File: src/sv/b64sc_pkg.sv
// ----------------------------------------------------------------------------
// b64sc_pkg
// Types, constants and symbol helpers shared by the Base64 codec modules.
// ----------------------------------------------------------------------------
package b64sc_pkg;

    localparam logic [7:0] PAD_CHAR = 8'h3D;
    localparam logic       MODE_ENC = 1'b0;
    localparam logic       MODE_DEC = 1'b1;

    typedef struct packed {
        logic [7:0] in_byte;
        logic       last;
    } t_in;

    typedef struct packed {
        logic [7:0] out_byte;
        logic       has_data;
        logic       out_last;
        logic       error;
    } t_out;

    // one queued job: a 4-character encode group or one decode result
    typedef struct packed {
        logic        dec;
        logic [23:0] grp;
        logic [2:0]  nsym;
        logic        last;
        logic        has;
        logic        err;
    } t_job;

    typedef struct packed {
        logic       ok;
        logic [5:0] val;
    } t_sym;

    function automatic logic [7:0] sym_char(input logic [5:0] v);
        logic [7:0] c;
        if (v < 6'd26) begin
            c = 8'h41 + {2'b00, v};
        end else if (v < 6'd52) begin
            c = 8'h61 + {2'b00, v} - 8'd26;
        end else if (v < 6'd62) begin
            c = 8'h30 + {2'b00, v} - 8'd52;
        end else if (v == 6'd62) begin
            c = 8'h2B;
        end else begin
            c = 8'h2F;
        end
        return c;
    endfunction

    function automatic t_sym char_sym(input logic [7:0] c);
        t_sym s;
        s.ok  = 1'b1;
        s.val = '0;
        if (c inside {[8'h41:8'h5A]}) begin
            s.val = 6'(c - 8'h41);
        end else if (c inside {[8'h61:8'h7A]}) begin
            s.val = 6'(c - 8'h61 + 8'd26);
        end else if (c inside {[8'h30:8'h39]}) begin
            s.val = 6'(c - 8'h30 + 8'd52);
        end else if (c == 8'h2B) begin
            s.val = 6'd62;
        end else if (c == 8'h2F) begin
            s.val = 6'd63;
        end else begin
            s.ok = 1'b0;
        end
        return s;
    endfunction

    function automatic logic is_space(input logic [7:0] c);
        return (c == 8'h20) || (c inside {[8'h09:8'h0D]});
    endfunction

endpackage

File: src/sv/b64sc_front.sv
// ----------------------------------------------------------------------------
// b64sc_front
// Accepts input words, keeps message state and pushes result jobs.
// ----------------------------------------------------------------------------
module b64sc_front (
    input  logic              i_clk,
    input  logic              i_rst_n,
    input  logic              i_cfg_we,
    input  logic              i_cfg_wdata,
    input  logic              i_valid,
    output logic              o_ready,
    input  b64sc_pkg::t_in    i_in,
    input  logic              i_q_full,
    output logic              o_push,
    output b64sc_pkg::t_job   o_job
);
    import b64sc_pkg::*;

    logic        r_mode;
    logic [15:0] r_held, n_held;
    logic [1:0]  r_hcnt, n_hcnt;
    logic [5:0]  r_lo, n_lo;
    logic [2:0]  r_bcnt, n_bcnt;
    logic        r_pad, n_pad;
    logic        r_err, n_err;

    logic        acc;
    logic        emit;
    logic [7:0]  c;
    t_sym        sym;
    t_job        job;

    assign o_ready = !i_q_full;
    assign acc     = i_valid && !i_q_full;
    assign c       = i_in.in_byte;
    assign sym     = char_sym(c);

    always_comb begin
        n_held = r_held;
        n_hcnt = r_hcnt;
        n_lo   = r_lo;
        n_bcnt = r_bcnt;
        n_pad  = r_pad;
        n_err  = r_err;
        emit   = 1'b0;
        job    = '0;
        job.dec  = r_mode;
        job.last = i_in.last;
        if (r_mode == MODE_ENC) begin
            emit = 1'b1;
            if (r_hcnt >= 2'd2) begin
                job.grp  = {r_held, c};
                job.nsym = 3'd4;
                n_held   = '0;
                n_hcnt   = '0;
            end else if (i_in.last) begin
                if (r_hcnt == 2'd1) begin
                    job.grp  = {r_held[7:0], c, 8'h00};
                    job.nsym = 3'd3;
                end else begin
                    job.grp  = {c, 16'h0000};
                    job.nsym = 3'd2;
                end
            end else begin
                emit   = 1'b0;
                n_held = {r_held[7:0], c};
                n_hcnt = r_hcnt + 2'd1;
            end
        end else begin
            if (!r_err) begin
                if (c == PAD_CHAR) begin
                    n_pad = 1'b1;
                end else if (r_pad) begin
                    n_err = 1'b1;
                end else if (!is_space(c)) begin
                    if (!sym.ok) begin
                        n_err = 1'b1;
                    end else begin
                        case (r_bcnt)
                            3'd2: begin
                                job.has      = 1'b1;
                                job.grp[7:0] = {r_lo[1:0], sym.val};
                                n_lo         = '0;
                                n_bcnt       = 3'd0;
                            end
                            3'd4: begin
                                job.has      = 1'b1;
                                job.grp[7:0] = {r_lo[3:0], sym.val[5:2]};
                                n_lo         = {4'b0000, sym.val[1:0]};
                                n_bcnt       = 3'd2;
                            end
                            3'd6: begin
                                job.has      = 1'b1;
                                job.grp[7:0] = {r_lo[5:0], sym.val[5:4]};
                                n_lo         = {2'b00, sym.val[3:0]};
                                n_bcnt       = 3'd4;
                            end
                            default: begin
                                n_lo   = sym.val;
                                n_bcnt = 3'd6;
                            end
                        endcase
                    end
                end
            end
            job.err = n_err;
            emit    = job.has || i_in.last;
        end
        if (i_in.last) begin
            n_held = '0;
            n_hcnt = '0;
            n_lo   = '0;
            n_bcnt = '0;
            n_pad  = 1'b0;
            n_err  = 1'b0;
        end
    end

    assign o_push = acc && emit;
    assign o_job  = job;

    always_ff @(posedge i_clk) begin
        if (!i_rst_n) begin
            r_mode <= MODE_ENC;
            r_held <= '0;
            r_hcnt <= '0;
            r_lo   <= '0;
            r_bcnt <= '0;
            r_pad  <= 1'b0;
            r_err  <= 1'b0;
        end else if (i_cfg_we) begin
            r_mode <= i_cfg_wdata;
            r_held <= '0;
            r_hcnt <= '0;
            r_lo   <= '0;
            r_bcnt <= '0;
            r_pad  <= 1'b0;
            r_err  <= 1'b0;
        end else if (acc) begin
            r_held <= n_held;
            r_hcnt <= n_hcnt;
            r_lo   <= n_lo;
            r_bcnt <= n_bcnt;
            r_pad  <= n_pad;
            r_err  <= n_err;
        end
    end

endmodule

File: src/sv/b64sc_queue.sv
// ----------------------------------------------------------------------------
// b64sc_queue
// Small job FIFO between the front and back parts.
// ----------------------------------------------------------------------------
module b64sc_queue #(
    parameter int DEPTH = 2
) (
    input  logic              i_clk,
    input  logic              i_rst_n,
    input  logic              i_push,
    input  b64sc_pkg::t_job   i_job,
    output logic              o_full,
    input  logic              i_pop,
    output logic              o_empty,
    output b64sc_pkg::t_job   o_job
);
    import b64sc_pkg::*;

    localparam int PW = (DEPTH > 1) ? $clog2(DEPTH) : 1;
    localparam int CW = $clog2(DEPTH + 1);
    localparam logic [PW-1:0] LAST_PTR = PW'(DEPTH - 1);

    t_job          r_mem [DEPTH];
    logic [PW-1:0] r_wr, r_rd;
    logic [CW-1:0] r_cnt;

    assign o_full  = (r_cnt == CW'(DEPTH));
    assign o_empty = (r_cnt == '0);
    assign o_job   = r_mem[r_rd];

    always_ff @(posedge i_clk) begin
        if (i_push) begin
            r_mem[r_wr] <= i_job;
        end
    end

    always_ff @(posedge i_clk) begin
        if (!i_rst_n) begin
            r_wr  <= '0;
            r_rd  <= '0;
            r_cnt <= '0;
        end else begin
            if (i_push) begin
                r_wr <= (r_wr == LAST_PTR) ? '0 : r_wr + PW'(1);
            end
            if (i_pop) begin
                r_rd <= (r_rd == LAST_PTR) ? '0 : r_rd + PW'(1);
            end
            if (i_push && !i_pop) begin
                r_cnt <= r_cnt + CW'(1);
            end else if (!i_push && i_pop) begin
                r_cnt <= r_cnt - CW'(1);
            end
        end
    end

endmodule

File: src/sv/b64sc_back.sv
// ----------------------------------------------------------------------------
// b64sc_back
// Expands queued jobs into output words, one per cycle while the output is free
// and the queue is not empty, into the output register.
// ----------------------------------------------------------------------------
module b64sc_back (
    input  logic              i_clk,
    input  logic              i_rst_n,
    input  logic              i_empty,
    input  b64sc_pkg::t_job   i_job,
    output logic              o_pop,
    output logic              o_valid,
    input  logic              i_ready,
    output b64sc_pkg::t_out   o_out
);
    import b64sc_pkg::*;

    logic       r_valid;
    t_out       r_out, n_out;
    logic [1:0] r_idx;
    logic       out_free;
    logic       step;
    logic [5:0] sv6;

    assign out_free = !r_valid || i_ready;
    assign step     = out_free && !i_empty;
    assign o_pop    = step && (i_job.dec || r_idx == 2'd3);

    always_comb begin
        case (r_idx)
            2'd0:    sv6 = i_job.grp[23:18];
            2'd1:    sv6 = i_job.grp[17:12];
            2'd2:    sv6 = i_job.grp[11:6];
            default: sv6 = i_job.grp[5:0];
        endcase
        n_out = '0;
        if (i_job.dec) begin
            n_out.out_byte = i_job.has ? i_job.grp[7:0] : 8'h00;
            n_out.has_data = i_job.has;
            n_out.out_last = i_job.last;
            n_out.error    = i_job.err;
        end else begin
            n_out.out_byte = ({1'b0, r_idx} < i_job.nsym) ? sym_char(sv6) : PAD_CHAR;
            n_out.has_data = 1'b1;
            n_out.out_last = i_job.last && (r_idx == 2'd3);
            n_out.error    = 1'b0;
        end
    end

    always_ff @(posedge i_clk) begin
        if (step) begin
            r_out <= n_out;
        end
    end

    always_ff @(posedge i_clk) begin
        if (!i_rst_n) begin
            r_valid <= 1'b0;
            r_idx   <= '0;
        end else begin
            if (out_free) begin
                r_valid <= !i_empty;
            end
            if (o_pop) begin
                r_idx <= '0;
            end else if (step) begin
                r_idx <= r_idx + 2'd1;
            end
        end
    end

    assign o_valid = r_valid;
    assign o_out   = r_out;

endmodule

File: src/sv/base64_stream_codec_top.sv
// ----------------------------------------------------------------------------
// base64_stream_codec_top
// The first result passes through the job queue into the output register.
// Throughput: one result per cycle from the back end while the output is not
// stalled; encode emits four characters per group of up to 3 bytes.
// Reset: synchronous; mode returns to encode, message state, queue and
// output valid are cleared.
// ----------------------------------------------------------------------------
module base64_stream_codec_top #(
    parameter int QUEUE_DEPTH = 2
) (
    input  logic              i_clk,
    input  logic              i_rst_n,
    input  logic              i_cfg_we,
    input  logic              i_cfg_wdata,
    input  logic              i_in_valid,
    output logic              o_in_ready,
    input  b64sc_pkg::t_in    i_in,
    output logic              o_out_valid,
    input  logic              i_out_ready,
    output b64sc_pkg::t_out   o_out
);
    import b64sc_pkg::*;

    logic q_full, q_empty, push, pop;
    t_job job_in, job_out;

    b64sc_front u_front (
        .i_clk       (i_clk),
        .i_rst_n     (i_rst_n),
        .i_cfg_we    (i_cfg_we),
        .i_cfg_wdata (i_cfg_wdata),
        .i_valid     (i_in_valid),
        .o_ready     (o_in_ready),
        .i_in        (i_in),
        .i_q_full    (q_full),
        .o_push      (push),
        .o_job       (job_in)
    );

    b64sc_queue #(.DEPTH(QUEUE_DEPTH)) u_queue (
        .i_clk   (i_clk),
        .i_rst_n (i_rst_n),
        .i_push  (push),
        .i_job   (job_in),
        .o_full  (q_full),
        .i_pop   (pop),
        .o_empty (q_empty),
        .o_job   (job_out)
    );

    b64sc_back u_back (
        .i_clk   (i_clk),
        .i_rst_n (i_rst_n),
        .i_empty (q_empty),
        .i_job   (job_out),
        .o_pop   (pop),
        .o_valid (o_out_valid),
        .i_ready (i_out_ready),
        .o_out   (o_out)
    );

endmodule
File: config.mk
export PLATFORM = sky130hd
export DESIGN_NAME = base64_stream_codec_top
export DESIGN_NICKNAME = d
export VERILOG_FILES = /design/src/sv/b64sc_pkg.sv /design/src/sv/b64sc_front.sv /design/src/sv/b64sc_queue.sv /design/src/sv/b64sc_back.sv /design/src/sv/base64_stream_codec_top.sv
export SDC_FILE = /design/constraint.sdc
export NUM_CORES = 1
export LEC_CHECK = 0
export BUFFER_PORTS_ARGS = -buffer_cell sky130_fd_sc_hd__buf_2
export CORE_UTILIZATION = 50
export CTS_CLUSTER_DIAMETER = 50
export DETAILED_ROUTE_END_ITERATION = 10
export PLACE_DENSITY = 0.63
export SKIP_LAST_GASP = 1
export SLEW_MARGIN = 40
export SYNTH_ARGS = -nofsm -noshare
export SYNTH_HDL_FRONTEND = slang
export SYNTH_SLANG_ARGS = --single-unit
export TNS_END_PERCENT = 10
File: constraint.sdc
create_clock -name i_clk -period 10.6 [get_ports i_clk]
set_input_delay 1.06 -clock i_clk [delete_from_list [all_inputs] [get_ports i_clk]]
set_output_delay 1.06 -clock i_clk [all_outputs]
set_load 0.03 [all_outputs]
==> flow_metrics.tcl <==
set metrics [dict create \
    outcome "complete, but fails checks" \
    failed_checks "DRC" \
    synth-edff-count 73 \
    postSynthCellCount 575 \
    ir_worst_vdd_mv 0.0855 \
    clock_tree.htree_level_count 3 \
    grt_setup_unrepaired "false" \
    final_net_count 632 \
    post-route-drc-count 4 \
    synthesis.area_um2 5940 \
    clock_path_buffers 2 \
    place.gp.congestion 0.922 \
    diodes 0 \
    grt_pass1_wl_mm 22.0 \
    clock_skew_ns 0.0102 \
    route.detailed.wl_per_inst_um 18.4 \
    hold_class "reg -> reg" \
    report.final.setup_viol 0 \
    reg2reg_from "u_back.r_idx[0]" \
    worst_slew_pin_slew_ns 0.780 \
    floorplan.die.height_um 111 \
    cts-buffers-inserted 9 \
    internal_dissipation_uw 973 \
    postSynthAreaPerCell_um2 10.3 \
    area_taken_by_multi_input_logic_gates_um2 2780 \
    leading_cell_type_by_number_of_instances_after_synthesis "sky130_fd_sc_hd__edfxtp_1" \
    hp-start "u_front.r_held[8]" \
    synth-async-reset-ratio_pct 0 \
    share_clk_of_total_power_pct 22.9 \
    place_ws_ns 6.51 \
    crit_path_end_kind "register" \
    ys_seq_elements 110 \
    total_half_perimeter_wirelength_after_legalization_and_detailed_placement_mm 9.66 \
    synth_commonest_cells "73 x sky130_fd_sc_hd__edfxtp_1, 63 x sky130_fd_sc_hd__nand2_1, 47 x sky130_fd_sc_hd__a21oi_1" \
    via_count 4441 \
    regArea_um2 2930 \
    synth_sequential_area_ratio_pct 49.4 \
    hold_ws_ns 0.455 \
    slew_headroom_pct 47.9 \
    timing.max_cap.violations 0 \
    setup_ws_ns 6.62 \
    first_global_vias 4183 \
    area_growth_pct 9.04 \
    worstSetupPathType "reg -> reg" \
    leakage_nw 2.29 \
    route.antenna.remaining_nets 0 \
    layout.filler_cells 1025 \
    ys.flop_type "sky130_fd_sc_hd__edfxtp_1" \
    clkSinkCount 110 \
    reg2reg_to "u_back.o_out[6]" \
    cts.root.buffer_cell "sky130_fd_sc_hd__clkbuf_16" \
    ys_warn_count 0 \
    total_power_mw 1.58 \
    slew_violations 0 \
    fmaxAchievable_mhz 252 \
    numPlacedInstances 720 \
    drt-pass1-iter-count 9 \
    cp_max_fo 14 \
    grt_start_max_net_pins 33 \
    power.density_cell_area_nw_per_um2 243 \
    portBuffers 27 \
    power.share.switching_pct 38.2 \
    worstSkewPairLatency_ns 0.35 \
    instances_no_fill 736 \
    fin_crit_sh_pct 37.5 \
    tritoncts "built" \
    cp.required_ns 10.71 \
    grt.overflow.total 0 \
    cp.arrival_ns 4.09 \
    r2r.worst_path.cells 14 \
    post_cts_repair_resize_count 0 \
    core-area_um2 11500 \
    vias_per_cell 6.03 \
    floorplan.die.width_um 111 \
    sum_of_routed_wire_length_over_all_layers_mm 13.6 \
    worst_reg2reg_setup_slack_ns 6.62 \
    postCtsSetupRepairBufs 0 \
    logic_gate_share_of_total_power_pct 42.1 \
    io_pins 28 \
    hold_fix_buffers_at_cts 0 \
    worstSetupStartpointType "register" \
    hold_violations 0 \
    final_layout_size_suffix_gt1_share_pct 11.8 \
    share_seq_of_total_power_pct 35.1 \
    synth.largest_area_cell "sky130_fd_sc_hd__edfxtp_1" \
    setup_total_negative_slack_ns 0 \
    synthTopCellsByArea "sky130_fd_sc_hd__edfxtp_1 37%, sky130_fd_sc_hd__dfxtp_1 12%, sky130_fd_sc_hd__ha_1 6.1%" \
    synth.lib_cells_used.distinct 65 \
    nets_in_the_synthesized_netlist 619 \
    drt_iter0_drc 406 \
    die_area_um2 12300 \
    placementRows 39 \
    worst_path_clk_slew_ns 0.08 \
    grt_antenna_before_repair 0 \
    net-switching-power_uw 602 \
    whs_endpoint "u_front.r_held[8]" \
    total_global_routing_track_utilization_pct 22.9 \
    synth_top_cell_area_share_pct 36.9 \
    worstHoldPathCells 2 \
    floorplan.initialDensity_pct 51.6 \
    fin_crit_ns 3.98 \
]
-- layout by cell type, fill, tap and decap left out, types with 7 or more instances in the layout --
| master | count |
|---|---|
| sky130_fd_sc_hd__ha_1 | 29 |
| sky130_fd_sc_hd__o21ai_1 | 8 |
| sky130_fd_sc_hd__a21oi_1 | 47 |
| sky130_fd_sc_hd__inv_1 | 23 |
| sky130_fd_sc_hd__mux2i_1 | 26 |
| sky130_fd_sc_hd__buf_2 | 27 |
| sky130_fd_sc_hd__clkbuf_16 | 9 |
| sky130_fd_sc_hd__nand2_1 | 63 |
| sky130_fd_sc_hd__dfxtp_1 | 37 |
| sky130_fd_sc_hd__nor2b_1 | 10 |
| sky130_fd_sc_hd__nor3_1 | 7 |
| sky130_fd_sc_hd__a22o_1 | 8 |
| sky130_fd_sc_hd__a222oi_1 | 15 |
| sky130_fd_sc_hd__o21ai_0 | 28 |
| sky130_fd_sc_hd__mux2_2 | 7 |
| sky130_fd_sc_hd__edfxtp_1 | 73 |
| sky130_fd_sc_hd__nor2_1 | 26 |
| sky130_fd_sc_hd__nand3_1 | 29 |
-- worst max-delay path by stage --
stage	slack, ns	startpoint	to
global route	6.41	u_back.r_idx[0]	u_back.o_out[6]
CTS	6.62	u_back.r_idx[0]	u_back.o_out[6]
global placement	6.52	i_in[3]	u_queue.r_mem[0][22]
finish	6.62	u_back.r_idx[0]	u_back.o_out[6]
floorplan	5.87	i_in[1]	u_queue.r_mem[0][0]
detailed placement	6.51	i_in[3]	u_queue.r_mem[0][25]
-- metrics by stage --
| stage | instance area [um2] | util (%) |
|---|---|---|
| 2_1_floorplan | 5940 | - |
| 3_3_place_gp | 6150 | 53.4 |
| 3_5_place_dp | 6160 | 53.5 |
| 4_1_cts | 6470 | 56.2 |
| 5_1_grt | 6470 | 56.2 |
| 6_report | 6470 | 56.2 |
-- per-layer routing --
layer	up-vias	track usage (%)	part of all wire (%)	routed length (um)
met5	-	0	0	0
met4	0	7.76	1.7	235
met3	17	3.77	3.9	535
met2	110	38.5	50	6740
met1	2154	30.0	45	6040
li1	2160	-	-	-
-- power by group through the flow --
stage | combinational (mW) | sequential (mW) | clock [mW]
2_1_floorplan | 0.466 | 0.605 | 0
3_3_place_gp | 0.649 | 0.561 | 0
3_5_place_dp | 0.657 | 0.563 | 0
4_1_cts | 0.661 | 0.553 | 0.365
5_1_grt | 0.718 | 0.558 | 0.380
6_report | 0.663 | 0.552 | 0.360
-- cells by family after synthesis --
| kind of cell | count (synthesis) | share of synthesized area, % |
|---|---|---|
| adders and majority gates | 29 | 6.11 |
| buffers and inverters | 56 | 4.03 |
| muxes | 41 | 7.38 |
| AOI/OAI and AO/OA | 157 | 17.7 |
| and+or+nand+nor | 174 | 14.2 |
| xor gates and xnor gates | 8 | 1.18 |
| DFF | 110 | 49.4 |
-- layout make-up --
| type | count | area share, % |
|---|---|---|
| inverters | 26 | 1.51 |
| flip-flops and latches | 110 | 45.3 |
| multi-input cells | 409 | 42.9 |
| clock inverters | 6 | 1.35 |
| repair buffers | 32 | 2.67 |
| well taps | 143 | 2.76 |
| clock buffers | 10 | 3.54 |
-- registers in the layout, summed over array words and instances (netlist names), named ones only --
name / count
u_front.r_held: 16
u_front.r_err: 1
u_front.r_lo: 6
u_queue.r_rd: 1
u_back.o_valid: 1
u_front.r_pad: 1
u_front.r_hcnt: 2
u_back.o_out: 11
u_front.r_bcnt: 2
u_back.r_idx: 2
u_queue.r_wr: 1
u_queue.r_cnt: 2
u_front.r_mode: 1
u_queue.r_mem: 62
-- critical path, cell delays in order, from the launching register on --
cell and delay, ns:
sky130_fd_sc_hd__dfxtp_1 0.49, sky130_fd_sc_hd__inv_1 0.13, sky130_fd_sc_hd__ha_1 0.35, sky130_fd_sc_hd__a222oi_1 0.40, sky130_fd_sc_hd__o21ai_0 0.13, sky130_fd_sc_hd__mux2_2 0.36, sky130_fd_sc_hd__inv_1 0.16, sky130_fd_sc_hd__ha_1 0.25
sky130_fd_sc_hd__nand2_1 0.06, sky130_fd_sc_hd__a21oi_1 0.11, sky130_fd_sc_hd__a221o_1 0.48, sky130_fd_sc_hd__mux2_2 0.40, sky130_fd_sc_hd__o211ai_2 0.13, sky130_fd_sc_hd__a22oi_1 0.10, sky130_fd_sc_hd__o21a_1 0.17
Note: power is estimated with default switching activity, not from simulation.
